`config.mk`:
```
export PLATFORM = sky130hd
export DESIGN_NAME = lspo_rand
export DESIGN_NICKNAME = d
export VERILOG_FILES = /design/src/sv/lspo_pkg.sv /design/src/sv/lspo_rand.sv
export SDC_FILE = /design/constraint.sdc
export NUM_CORES = 1
export LEC_CHECK = 0
export BUFFER_PORTS_ARGS = -buffer_cell sky130_fd_sc_hd__buf_2
export CAP_MARGIN = 20
export CORE_ASPECT_RATIO = 1.4
export CORE_MARGIN = 2
export CORE_UTILIZATION = 30
export DETAILED_ROUTE_END_ITERATION = 7
export PLACE_DENSITY_LB_ADDON = 0.3
export SYNTH_ARGS = -nofsm -noshare
export SYNTH_HDL_FRONTEND = slang
export SYNTH_SLANG_ARGS = --single-unit
export TNS_END_PERCENT = 100
```
`constraint.sdc`:
```
create_clock -name clk -period 15.36 [get_ports clk]
set_clock_uncertainty 0.05 [all_clocks]
set_input_delay 1.536 -clock clk [delete_from_list [all_inputs] [get_ports clk]]
set_output_delay 1.536 -clock clk [all_outputs]
set_load 0.05 [all_outputs]
```
`src/sv/lspo_pkg.sv`:
```
package lspo_pkg;

  // Command codes
  localparam logic [3:0] CMD_ADD        = 4'd0;
  localparam logic [3:0] CMD_REMOVE     = 4'd1;
  localparam logic [3:0] CMD_SELECT     = 4'd2;
  localparam logic [3:0] CMD_NEXT       = 4'd3;
  localparam logic [3:0] CMD_PREV       = 4'd4;
  localparam logic [3:0] CMD_PEEK_NEXT  = 4'd5;
  localparam logic [3:0] CMD_PEEK_PREV  = 4'd6;
  localparam logic [3:0] CMD_RESHUFFLE  = 4'd7;
  localparam logic [3:0] CMD_CLEAR      = 4'd8;

  // Status codes
  localparam logic [1:0] ST_OK        = 2'd0;
  localparam logic [1:0] ST_NONE      = 2'd1;
  localparam logic [1:0] ST_FULL      = 2'd2;
  localparam logic [1:0] ST_NOT_FOUND = 2'd3;

  // Register indexes
  localparam logic REG_LOOP_ENABLE = 1'b0;
  localparam logic REG_RNG_SEED    = 1'b1;

  localparam int ID_W    = 16;
  localparam int COUNT_W = 9;
  localparam int LCG_W   = 48;
  localparam int RND_W   = 31;
  localparam int AVOID_W = 4;

  localparam logic [LCG_W-1:0] LCG_MULT = 48'h0005_DEEC_E66D;
  localparam logic [LCG_W-1:0] LCG_INC  = 48'h0000_0000_000B;

endpackage

```
`src/sv/lspo_rand.sv`:
```
// nrand48 step by serial shift-and-add multiply, then bits 47..17 reduced
// modulo range by restoring division.
module lspo_rand import lspo_pkg::*; #(
  parameter int CW = 9
) (
  input  logic             clk,
  input  logic             rst,
  input  logic             seed_load,
  input  logic [LCG_W-1:0] seed,
  input  logic             start,
  input  logic [CW-1:0]    range,
  output logic             done,
  output logic [CW-1:0]    value
);

  localparam logic [1:0] R_IDLE = 2'd0;
  localparam logic [1:0] R_MUL  = 2'd1;
  localparam logic [1:0] R_INC  = 2'd2;
  localparam logic [1:0] R_MOD  = 2'd3;

  logic [1:0]       state;
  logic [LCG_W-1:0] lcg;
  logic [LCG_W-1:0] acc;
  logic [LCG_W-1:0] mcand;
  logic [LCG_W-1:0] mplier;
  logic [5:0]       step;
  logic [CW-1:0]    rng;
  logic [CW-1:0]    rem;
  logic [RND_W-1:0] vbits;
  logic [LCG_W-1:0] lcg_next;
  logic [CW:0]      trial;

  assign lcg_next = acc + LCG_INC;
  assign trial    = {rem, vbits[RND_W-1]};
  assign value    = rem;

  always_ff @(posedge clk) begin
    if (rst) begin
      state <= R_IDLE;
      lcg   <= '0;
      done  <= 1'b0;
    end else begin
      done <= 1'b0;
      unique case (state)
        R_IDLE: begin
          if (seed_load) begin
            lcg <= seed;
          end
          if (start) begin
            acc    <= '0;
            mcand  <= LCG_MULT;
            mplier <= lcg;
            rng    <= range;
            step   <= '0;
            state  <= R_MUL;
          end
        end
        R_MUL: begin
          acc    <= acc + (mplier[0] ? mcand : '0);
          mcand  <= {mcand[LCG_W-2:0], 1'b0};
          mplier <= {1'b0, mplier[LCG_W-1:1]};
          step   <= step + 6'd1;
          if (step == 6'(LCG_W - 1)) begin
            state <= R_INC;
          end
        end
        R_INC: begin
          lcg   <= lcg_next;
          vbits <= lcg_next[LCG_W-1:LCG_W-RND_W];
          rem   <= '0;
          step  <= '0;
          state <= R_MOD;
        end
        R_MOD: begin
          if (trial >= {1'b0, rng}) begin
            rem <= CW'(trial - {1'b0, rng});
          end else begin
            rem <= trial[CW-1:0];
          end
          vbits <= {vbits[RND_W-2:0], 1'b0};
          step  <= step + 6'd1;
          if (step == 6'(RND_W - 1)) begin
            done  <= 1'b1;
            state <= R_IDLE;
          end
        end
        default: state <= R_IDLE;
      endcase
    end
  end

endmodule

```
==> results summary, run 1 <==
The total area inside the core boundary comes to 47050 um2. The initial antenna violation count came out at 0. The final count of pins violating max slew came out at 0.

The static leakage came out at 5.976 nW. After layout, the minimum clock period comes to 3.922 ns. The post-synthesis async set-or-reset flop share is 0%.

The number of buffers added for setup after CTS came out at 0. The final-report setup violation count is 0. The filler-free cell count of the finished design came out at 2034. For this block, the initial DRC count from the detailed router was 491. VDD sags by at most 78.87 uV. In this run the power density over the cells is 196.5 nW/um2. The depth of the CTS H-tree came out at 1. The number of storage elements in the synthesis netlist came out at 250. Counting stages on the worst path, the most repeated cell is a21oi_2. The number of global-route vias before repair was 10109.

The post-detailed-routing wire length is 31930 um. For this run, the top clock speed supported by timing is 255.0 MHz. The maximum clock path buffer count came out at 3. The clock input transition at the sequential cells of the worst setup and hold paths is 0.06 ns. Of the cells placed in the final design, the portion with a size suffix greater than 1 is 17.45%. In the routed design, unresolved DRC markers number 0. Counting instances in the post-synthesis netlist gives the leading cell types as 199 x edfxtp_1, 137 x nor2_1, 99 x nand2_1, 93 x a21oi_1, 84 x and2_1. The part of the cycle the worst path needs is 25.53%.

The proportion of netlist area held by the largest area contributor came out at 41.78%. The worst pin sits at a relative slew slack of 37.79%. The clock drives 250 sinks. The post-detailed-route wirelength per cell came out at 15.70 um. The later-pin clock latency in the skew report came out at 0.53 ns.

The Yosys warning count is 0. The count of antenna-violating nets left after detailed routing is 0. The post-synth net total came out at 1468. The max-cap check violation count came out at 0. The growth of design area from synthesis to finish is 12.49%.

Summing every instance area after synthesis gives 14300 um2. The initial core utilization came out at 30.40%. The die is 262.4 um tall. The worst hold path belongs to the class flip-flop to flip-flop. The final antenna diode count came out at 0.

STA classifies the critical path endpoint as a flip-flop. The most frequently used cell type in the post-synthesis netlist is edfxtp_1. The pre-antenna-repair detailed-routing pass consisted of 5 iterations. Ranked by total cell area, the synthesized netlist is headed by edfxtp_1 42%, dfxtp_1 7.1%, mux2_2 5.9%. The floorplan has 94 rows.

The standard cell with the maximum stage delay on the critical path is fa_1. The number of enable-type register cells in the synthesized netlist came out at 199. In this design, the stage delay of the slowest critical-path cell is 0.40 ns.

After routing, the total negative slack on setup checks comes to 0 ns. The arrival time reported for the critical path endpoint came out at 4.16 ns. The final estimated routing congestion in global placement is 0.8612. In the synthesized netlist the dominant register cell turns out to be edfxtp_1. The number of buffers inserted during clock tree synthesis is 25. In this run, post-CTS hold repair placed 0 buffers. Dividing the detail-routed via count by the number of cells gives 4.863. In this run the mean area of a mapped cell was 10.66 um2. The horizontal die dimension is 188.5 um. The final route contains 9891 vias. The final net count came out at 1518. The worst setup path is of the flip-flop to flip-flop kind. The post-synthesis cell type with the largest combined area is edfxtp_1.

The kind of launch point of the worst setup path is a flip-flop. For this run, the share of the core covered by cells in the final layout is 34.20%. CTS placed an instance of clkbuf_16 at the clock tree root.

The data required time at the worst endpoint came out at 15.60 ns. The number of top-level pins came out at 71. The number of placed instances, taps included, is 1988. The post-synthesis cell count came out at 1342. The post-cts sizing count came out at 0. The largest net degree at the start of global routing came out at 80.

For the pin with the worst max-slew slack, the measured transition is 0.9331 ns. TritonCTS built the clock tree. Detailed placement ended at an HPWL of 23270 um. The total global routing track utilization came out at 12.88%. The number of input and output port buffers inserted is 70.

The total die area is 49460 um2. The sequential element share of the synthesized area came out at 48.92%. The critical path goes through buf_4, and2_1, ha_1, fa_1, a21o_2, a221o_1, a21oi_2, o211ai_1, a21oi_2, o311a_1, nor4_1, a211o_1.

The largest driver fanout on the critical path came out at 48. The first global-routing pass estimated 52480 um of wire. The final hold violation count is 0. The sum of overflow across all layers after global routing came out at 0.

Setup repair after global routing left no endpoint under its margin. The count of unique library cells instantiated by Yosys is 78. The flow ran to the end, and the final reports show no timing, DRC or antenna violations.
## per-stage QoR
stage | hold WS, ns | power (mW) | cell area, um2 | setup WS, ns
after global placement | 0.3856 | 2.576 | 15300 | 10.77
after floorplan | 0.3794 | 2.279 | 14300 | 9.012
final | 0.3991 | 3.161 | 16090 | 11.44
after detailed placement | 0.3935 | 2.593 | 15300 | 10.66
after CTS | 0.4018 | 3.192 | 16060 | 11.26
after global routing | 0.4200 | 3.402 | 16090 | 11.23
## flip-flops by register name (all words and copies together) (netlist names)
name	cells
value	9
done	1
mplier	48
rng	9
mcand	48
acc	48
lcg	48
vbits	31
state	2
step	6
## layer usage
| layer | vias up | global-route usage [%] | wire length (um) | share of wire [%] |
|---|---|---|---|---|
| li1 | 4970 | - | - | - |
| met1 | 4722 | 16.19 | 14230 | 45 |
| met2 | 142 | 22.66 | 15690 | 49 |
| met3 | 57 | 1.416 | 1038 | 3.3 |
| met4 | 0 | 4.688 | 965 | 3.0 |
| met5 | - | 0 | 0 | 0 |
## worst paths after layout
| kind | from | to | slack, ns | cells past startpoint |
|---|---|---|---|---|
| worst max-delay path | mplier[0]$_DFFE_PP_ | acc[46]$_SDFFCE_PN0P_ | 11.44 | 12 |
| worst min-delay path | lcg[22]$_SDFFE_PP0P_ | lcg[22]$_SDFFE_PP0P_ | 0.40 | 2 |
| worst max register to register | mplier[0]$_DFFE_PP_ | acc[46]$_SDFFCE_PN0P_ | 11.44 | 12 |
| worst min register to register | lcg[22]$_SDFFE_PP0P_ | lcg[22]$_SDFFE_PP0P_ | 0.40 | 2 |
## layout make-up
cell class	instances	area [um2]
Clock buffer	37	690.7
Clock inverter	8	66.31
Fill cell	4727	30960
Inverter	40	150.1
Multi-Input combinational cell	994	6952
Sequential cell	250	6997
Tap cell	624	780.7
Timing Repair Buffer	81	452.9
## kinds of logic after synthesis
group	count (synthesis)	synth area share, %
flip-flops	250	48.92
multiplexers	86	6.675
AO/OA/AOI/OAI	274	12.86
AND/OR/NAND/NOR	480	17.56
XOR/XNOR	89	5.450
adder cells (fa/ha/maj)	65	5.791
buffers and inverters	98	2.747
## report_power, final
| group | total (mW) | internal (mW) | switching, mW |
|---|---|---|---|
| combinational | 1.40 | 0.573 | 0.831 |
| sequential | 1.17 | 1.04 | 0.130 |
| clock | 0.585 | 0.327 | 0.257 |
| total | 3.16 | 1.94 | 1.22 |
## critical path, delay by kind of cell, from the launching register on
kind	cells	cell delay, ns
AND/OR/NAND/NOR	2	0.27
AO/OA/AOI/OAI	7	2.11
flip-flops	1	0.36
adder cells (fa/ha/maj)	2	0.61
buffers and inverters	1	0.25
## cells in the final DEF (no fill, tap or decap), types with 12 or more instances in the layout
cell	n
and2_1	84
edfxtp_1	199
a31oi_1	16
nand3_1	24
mux2_2	75
nor4b_1	12
ha_1	61
xnor2_1	51
a211oi_1	20
o21ai_0	36
nand4_1	19
nand2b_1	26
nor2_1	137
buf_2	70
clkbuf_16	25
nand2_1	99
dfxtp_1	51
inv_1	39
xor2_1	38
a21o_1	20
a21oi_1	92
Note: power is estimated with default switching activity, not from simulation.
==> run 2, diff against run 1 <==
--- a/config.mk
+++ b/config.mk
@@ -5,6 +5,7 @@
 export SDC_FILE = /design/constraint.sdc
 export NUM_CORES = 1
 export LEC_CHECK = 0
+export ABC_AREA = 1
 export BUFFER_PORTS_ARGS = -buffer_cell sky130_fd_sc_hd__buf_2
 export CAP_MARGIN = 20
 export CORE_ASPECT_RATIO = 1.4
==> constraint.sdc (replaced) <==
create_clock -name clk -period 3.3 [get_ports clk]
set_clock_uncertainty 0.05 [all_clocks]
set_input_delay 0.33 -clock clk [delete_from_list [all_inputs] [get_ports clk]]
set_output_delay 0.33 -clock clk [all_outputs]
set_load 0.05 [all_outputs]
==> run 2 against run 1 <==
Clock-buffer cell count down 2. Largest power group unchanged. Critical path type unchanged. Cell area up 15%. Sequential cell count unchanged.
==> results summary, run 2 <==
The first-pass GRT wire length is 78730 um. The clock input transition at the sequential cells of the worst setup and hold paths came out at 0.07 ns. The headroom to the max-slew limit is 46.83%. The count of unique library cells instantiated by Yosys came out at 36. The routed via count is 14575. The maximum clock rate came out at 343.0 MHz. The worst-case reg-to-reg path depth is 13. The proportion of netlist area held by the largest area contributor came out at 36.83%. The most frequently used cell type in the post-synthesis netlist is nand2_1. For hold timing, the worst endpoint is lcg[19]$_SDFFE_PP0P_.

The post-synthesis cell count is 2312. The post-synthesis area per instance came out at 7.018 um2. Once placement finished, the instance area stood at 17430 um2. Sorting the synthesized cells by how often they occur yields 832 x nand2_1, 357 x inv_1, 274 x nor2_1, 199 x edfxtp_1, 144 x a21oi_1. The placeable core region is 53300 um2. The number of storage elements in the synthesis netlist is 250.

The startpoint identified for the worst register-to-register timing path is mplier[0]$_DFFE_PP_. The most used flip-flop cell after synthesis is edfxtp_1. The number of buffers inserted during clock tree synthesis came out at 27.

In this run the worst hold path is classified as primary input to flip-flop. The total die area came out at 55990 um2. The run finished with clean final reports. In the layout the commonest cells are 832 x nand2_1, 357 x inv_1, 274 x nor2_1. The final critical delay including setup and external delays came out at 2.916 ns. The count of antenna-violating nets left after detailed routing came out at 0. The clock tree root driver cell is clkbuf_16.

The per-cell via count in the routed design is 4.664. The post-synthesis async set-or-reset flop share came out at 0%. The register area came out at 6997 um2. IR analysis of the VDD net gives a maximum drop of 463.9 uV. The post-detailed-route wirelength per cell came out at 16.03 um. The count of buffers added on input and output ports is 70. The longest clock path from root to sink contains 3 buffers. The design draws 15.61 mW. The startpoint identified for the worst hold timing path is seed[19]. The final-report setup violation count is 0. The sequential element share of the synthesized area came out at 43.12%.

The final critical path takes up 88.35% of the cycle. For this configuration, the core starts out at a cell density of 30.44%. The height of the die came out at 279.2 um.

In this run the static leakage power is 8.678 nW. The actual slew at the worst max-slew pin is 0.7946 ns. The worst setup path is captured at a flip-flop. Across the run, the number of max-cap violations was 0. The number of enable-type register cells in the synthesized netlist came out at 199. The final count of pins violating max slew came out at 0. Sorting the synthesized cells by area gives the leading types as edfxtp_1 37%, nand2_1 19%, inv_1 8.3%. Global routing consumed, over all layers together, 17.82% of the routing resources. The multi-input combinational cells in the finished layout cover a total of 7680 um2.

The Yosys step of the flow raised 0 warnings. Dividing total power by cell area gives a power density of 842.2 nW/um2. The post-detailed-routing wire length came out at 50090 um.

Of all nets on the critical path, the largest fanout is 48. The ratio of cells with drive above 1 in the final layout came out at 7.964%. STA classifies the critical path startpoint as a flip-flop. The final-layout setup total negative slack came out at 0 ns. The number of design-rule violations left by the first detailed-router iteration came out at 880. The repair_antennas step left the layout with diodes totalling 0. For this run, the detailed router's first-pass iteration total came to 5. The number of top-level pins is 71. The count of fill cells added during filler insertion is 5785. The final net count is 2516. With fillers left out, the area of the finished cells amounts to 18540 um2. The estimated wirelength of the detail-placed design came out at 38930 um. The sum of overflow across all layers after global routing is 0.

The final estimated routing congestion in global placement came out at 0.9431. The post-synth net total is 2438. The CTS tree is built. The horizontal die dimension is 200.6 um.

Row generation in the floorplan step produced 100 rows. The number of cells on the worst hold path is 3. In this run the critical register-to-register path is captured at acc[34]$_SDFFCE_PN0P_. The setup check on the worst reg-to-reg path leaves a slack of 0.38 ns. Entering global routing, the biggest net connects 97 pins. The summed instance area of the synthesized netlist is 16230 um2. The worst setup path is of the flip-flop to flip-flop kind. The final hold violation count is 0. The later-pin clock latency in the skew report came out at 0.58 ns. The depth of the CTS H-tree came out at 1. The remaining routing DRC violations is 0. Setup repair after global routing left no endpoint under its margin.

The number of buffers added for setup after CTS is 0. The largest total area in the synthesized netlist belongs to edfxtp_1. The number of sinks handled by clock tree synthesis came out at 250.

For the worst setup path, the data arrival time is 3.19 ns. Leaving out fill and tap cells, the most frequent cell in the layout is nand2_1. The growth of design area from synthesis to finish came out at 14.24%. The initial antenna violation count came to 0. The data required time at the worst endpoint is 3.58 ns. The number of global-route vias before repair is 14718.
## run 2: changes by cell type in the layout (fill, tap and decap cells not counted), sizes merged, moves of 26 or more
| cell | before | now |
|---|---|---|
| nand3 | 25 | 101 |
| nand2b | 26 | 0 |
| inv | 39 | 364 |
| nor2 | 138 | 294 |
| a21oi | 97 | 147 |
| xnor2 | 51 | 8 |
| nand2 | 99 | 839 |
| mux2 | 75 | 0 |
| and2 | 84 | 0 |
## run 2: kinds of logic after synthesis
kind of cell,after synthesis,synth area share (%)
flops,250,43.12
xor+xnor,21,1.134
fa+ha+maj,65,5.105
simple gates,1303,32.63
buf+inv,420,9.755
compound gates,253,8.259
## run 2: metrics by stage
step	setup slack (ns)	hold WS, ns	std cells	util (%)
floorplan	0.5428	0.3789	2312	-
global placement	0.4147	0.4018	3054	32.70
detailed placement	0.4409	0.4057	3054	32.70
CTS	0.4236	0.004176	3125	34.77
global route	0.1812	0.02614	3125	34.77
finish	0.3844	0.02461	3125	34.77
## run 2: worst max-delay path: stages, from the launching register on
cell      delay (ns)
edfxtp_1        0.42
buf_12          0.20
nand2_1         0.08
inv_1           0.04
ha_1            0.37
nand2_1         0.15
nor2_1          0.32
nand3_1         0.13
nand3_1         0.27
nand2_1         0.10
nand2_1         0.20
nand2_1         0.10
a21oi_1         0.14
nor2_1          0.08
## run 2: layer usage
metal / global-route usage, % / part of all wire [%]
met2: 33.95 / 52
met5: 0 / 0
met4: 9.155 / 5.2
met3: 1.599 / 3.6
met1: 19.58 / 40
## run 2: final cells by class
| type | count | share of cell area (%) |
|---|---|---|
| clock buffer | 35 | 3.976 |
| clock inverter | 15 | 0.8640 |
| inverter | 361 | 7.311 |
| multi-input combinational | 1642 | 41.43 |
| sequential | 250 | 37.75 |
| tap | 714 | 4.820 |
| timing repair buffer | 108 | 3.848 |
## run 2: worst max-delay path by stage
stage	start	end	slack [ns]	cells after the start
2_1_floorplan	state[0]$_SDFFE_PP0P_	acc[0]$_SDFFCE_PN0P_	0.54	6
3_3_place_gp	mplier[0]$_DFFE_PP_	acc[34]$_SDFFCE_PN0P_	0.41	13
3_5_place_dp	mplier[0]$_DFFE_PP_	acc[34]$_SDFFCE_PN0P_	0.44	13
4_1_cts	mplier[0]$_DFFE_PP_	acc[34]$_SDFFCE_PN0P_	0.42	13
5_1_grt	mplier[0]$_DFFE_PP_	acc[34]$_SDFFCE_PN0P_	0.18	13
6_report	mplier[0]$_DFFE_PP_	acc[34]$_SDFFCE_PN0P_	0.38	13
## run 2: where the power goes
group          internal [mW]  leakage, nW  total [mW]  switching (mW)
clock                   1.82        0.446        3.16            1.35
sequential              4.77         2.27        5.42           0.651
combinational           2.08         5.96        7.03            4.95
total                   8.66         8.68        15.6            6.95
## run 2: timing repair
item | CTS | global route
hold buffers | 21 | 0
resized for setup | 0 | 0
endpoints found under the hold margin | 21 | 0
==> run 3, diff against run 2 <==
--- a/config.mk
+++ b/config.mk
@@ -8,7 +8,7 @@
 export ABC_AREA = 1
 export BUFFER_PORTS_ARGS = -buffer_cell sky130_fd_sc_hd__buf_2
 export CAP_MARGIN = 20
-export CORE_ASPECT_RATIO = 1.4
+export CORE_ASPECT_RATIO = 0.6
 export CORE_MARGIN = 2
 export CORE_UTILIZATION = 30
 export DETAILED_ROUTE_END_ITERATION = 7
==> constraint.sdc (replaced) <==
create_clock -name clk -period 3.7 [get_ports clk]
set_clock_uncertainty 0.05 [all_clocks]
set_input_delay 0.37 -clock clk [delete_from_list [all_inputs] [get_ports clk]]
set_output_delay 0.37 -clock clk [all_outputs]
set_load 0.05 [all_outputs]
==> run 3 against run 2 <==
Clock power fell by 14%. Global-route usage increased by 0.45 points. Die area about the same. Cell count shrank 0.67%. Non-clock buffer count shrank 8. Sequential cell count did not move. Critical endpoint is now acc[32]$_SDFFCE_PN0P_. Setup slack gained 0.31 ns. Largest power group unchanged. Clock-buffer cell count decreased by 3. Critical path type unchanged. Worst hold slack better by 0.018 ns. Routed wire length grew 4.0%.
==> results summary, run 3 (same netlist as run 2, synthesis figures left out) <==
The clock period could shrink to 3.010 ns. The post-detailed-route wirelength per cell is 16.78 um. The headroom to the max-slew limit came out at 36.05%. The sum of overflow across all layers after global routing is 0. The peak ir drop on the vdd network is 453.4 uV. The initial antenna violation count was 0. The tightest min-delay check is of the primary input to flip-flop type. STA classifies the critical path startpoint as a flip-flop. The final count of pins violating max slew came out at 0.

Of all nets on the critical path, the largest fanout is 48. The final hold violation count is 0. The part of the cycle the worst path needs is 81.35%. In this design, the critical path's most frequently occurring cell is nand2_1. The ratio of cells with drive above 1 in the final layout is 8.080%.

The first-pass GRT wire length is 79350 um. The final net count came out at 2507. The worst flop-to-flop path endpoint is acc[32]$_SDFFCE_PN0P_.

The max-cap check violation count is 0. The horizontal die dimension is 304.2 um. The initial core utilization is 30.60%.

The actual slew at the worst max-slew pin came out at 0.9572 ns. The final-report setup violation count came out at 0. The startpoint identified for the worst hold timing path is seed[2].

Entering global routing, the biggest net connects 55 pins. The cell row count came out at 65. The number of top-level pins came out at 71. The minimum hold slack is 0.04257 ns.

The growth of design area from synthesis to finish is 13.42%. The number of sinks handled by clock tree synthesis is 250. In this run the standard cell core region covers 53030 um2. The routed via count is 14766. The detailed-router iteration count before antenna repair came out at 6.

The post-cts sizing count came out at 0. Dividing total power by cell area gives a power density of 764.1 nW/um2. The later-pin clock latency in the skew report is 0.57 ns. The total global routing track utilization came out at 18.28%. The worst-case reg-to-reg path depth is 15. The wire-length estimate of the detail-placed layout is 40500 um. The combined buffer and inverter count along the critical path came out at 2. The data required time at the worst endpoint is 3.97 ns. The worst setup path is captured at a flip-flop. The most common cell after layout, fill and taps aside is nand2_1. The fraction of the core area covered by cells at the end of the flow came out at 34.71%. The standard cell with the maximum stage delay on the critical path is fa_1.

The per-cell via count in the routed design came out at 4.757. The design draws 14.06 mW. The worst register-to-register path begins at mplier[0]$_DFFE_PP_.

The minimum setup slack after placement is 0.7212 ns. The total die area came out at 56020 um2. STA puts the critical path data arrival time at 3.28 ns.

The total cell area at the placement stage is 17450 um2. Setup repair after global routing left no endpoint under its margin. The category of the critical setup timing path is flip-flop to flip-flop. The number of input and output port buffers inserted is 70. The depth of the CTS H-tree is 1. The detailed router finished its first iteration with 1493 violations. The number of global-route vias before repair came out at 13331. The number of placed instances, taps included, is 3046. After clock tree synthesis, the clock-pin slew on the worst setup and hold paths is 0.07 ns. Broken down by cell family, the worst path's largest delay share belongs to simple AND/OR/NAND/NOR gates.

The final antenna diode count came out at 0. TritonCTS built the clock tree. The signal on the critical path passes through buf_12, nand2_1, inv_1, ha_1, fa_1, nand3_1, nand3_1, nand2_1, nand2_1, nand2_1, nand3_1, nand2_1, nand3_1, nand2_1, nor2_1.

The largest single stage delay on the critical path is 0.46 ns. For this run, design rule violations remaining after detail routing come to 0. Leaving out fill and tap cells, the most frequent cells in the layout are 832 x nand2_1, 357 x inv_1, 274 x nor2_1.

The quantity of hold-fixing buffers added after cts is 10. For the final routed database, the setup TNS stands at 0 ns. The worst-case register-to-register setup slack came out at 0.69 ns. The height of the die is 184.1 um. The worst hold path terminates at lcg[2]$_SDFFE_PP0P_.

The flow ran to the end, and the final reports show no timing, DRC or antenna violations. The finished layout cell area came out at 18400 um2. Summed over all cells, the static leakage comes to 8.621 nW. The worst path setup slack after routing came out at 0.6900 ns. The count of antenna-violating nets left after detailed routing came out at 0. The number of cells on the worst hold path came out at 3. The clock passes through at most 3 buffers. The final estimated routing congestion in global placement is 0.9845. The post-detailed-routing wire length is 52090 um. After clock tree synthesis, the setup repair step added 0 buffers. The maximum clock rate is 332.2 MHz. CTS placed an instance of clkbuf_16 at the clock tree root. The number of buffers inserted during clock tree synthesis is 26. For this run, the number of standard cells in the final layout without fillers is 3104.
[run 3: worst register-to-register path, cell delays in order (launching register included)]
cell and delay [ns]:
edfxtp_1 0.41, buf_12 0.21, nand2_1 0.10, inv_1 0.04
ha_1 0.23, fa_1 0.46, nand3_1 0.10, nand3_1 0.17
nand2_1 0.10, nand2_1 0.14, nand2_1 0.10, nand3_1 0.30
nand2_1 0.18, nand3_1 0.08, nand2_1 0.07, nor2_1 0.04
[run 3: worst max path at each step]
| stage | from | cells after the start | to |
|---|---|---|---|
| 5_1_grt | mplier[0]$_DFFE_PP_ | 15 | acc[32]$_SDFFCE_PN0P_ |
| 2_1_floorplan | state[0]$_SDFFE_PP0P_ | 6 | acc[0]$_SDFFCE_PN0P_ |
| 3_3_place_gp | mplier[0]$_DFFE_PP_ | 15 | acc[32]$_SDFFCE_PN0P_ |
| 6_report | mplier[0]$_DFFE_PP_ | 15 | acc[32]$_SDFFCE_PN0P_ |
| 3_5_place_dp | state[0]$_SDFFE_PP0P_ | 7 | acc[5]$_SDFFCE_PN0P_ |
| 4_1_cts | state[0]$_SDFFE_PP0P_ | 7 | acc[4]$_SDFFCE_PN0P_ |
[run 3: where the power goes]
part / internal (mW) / leakage [nW] / switching [mW]
Sequential: 4.25 / 2.27 / 0.585
Clock: 1.50 / 0.416 / 1.22
Combinational: 1.88 / 5.93 / 4.62
Total: 7.64 / 8.62 / 6.43
[run 3: final cells by class]
type / instances / area, um2
sequential: 250 / 6997
multi-input combinational: 1642 / 7680
fill: 5741 / 34620
tap: 703 / 879.6
inverter: 361 / 1355
clock buffer: 32 / 704.4
timing repair buffer: 100 / 638.1
clock inverter: 16 / 148.9
[run 3: routing by layer]
metal / global-route usage, % / vias to the layer above / wire length [um]
li1: - / 7450 / -
met5: 0 / - / 0
met4: 2.871 / 0 / 799
met2: 21.89 / 473 / 17620
met3: 4.990 / 49 / 4893
met1: 30.87 / 6794 / 28780
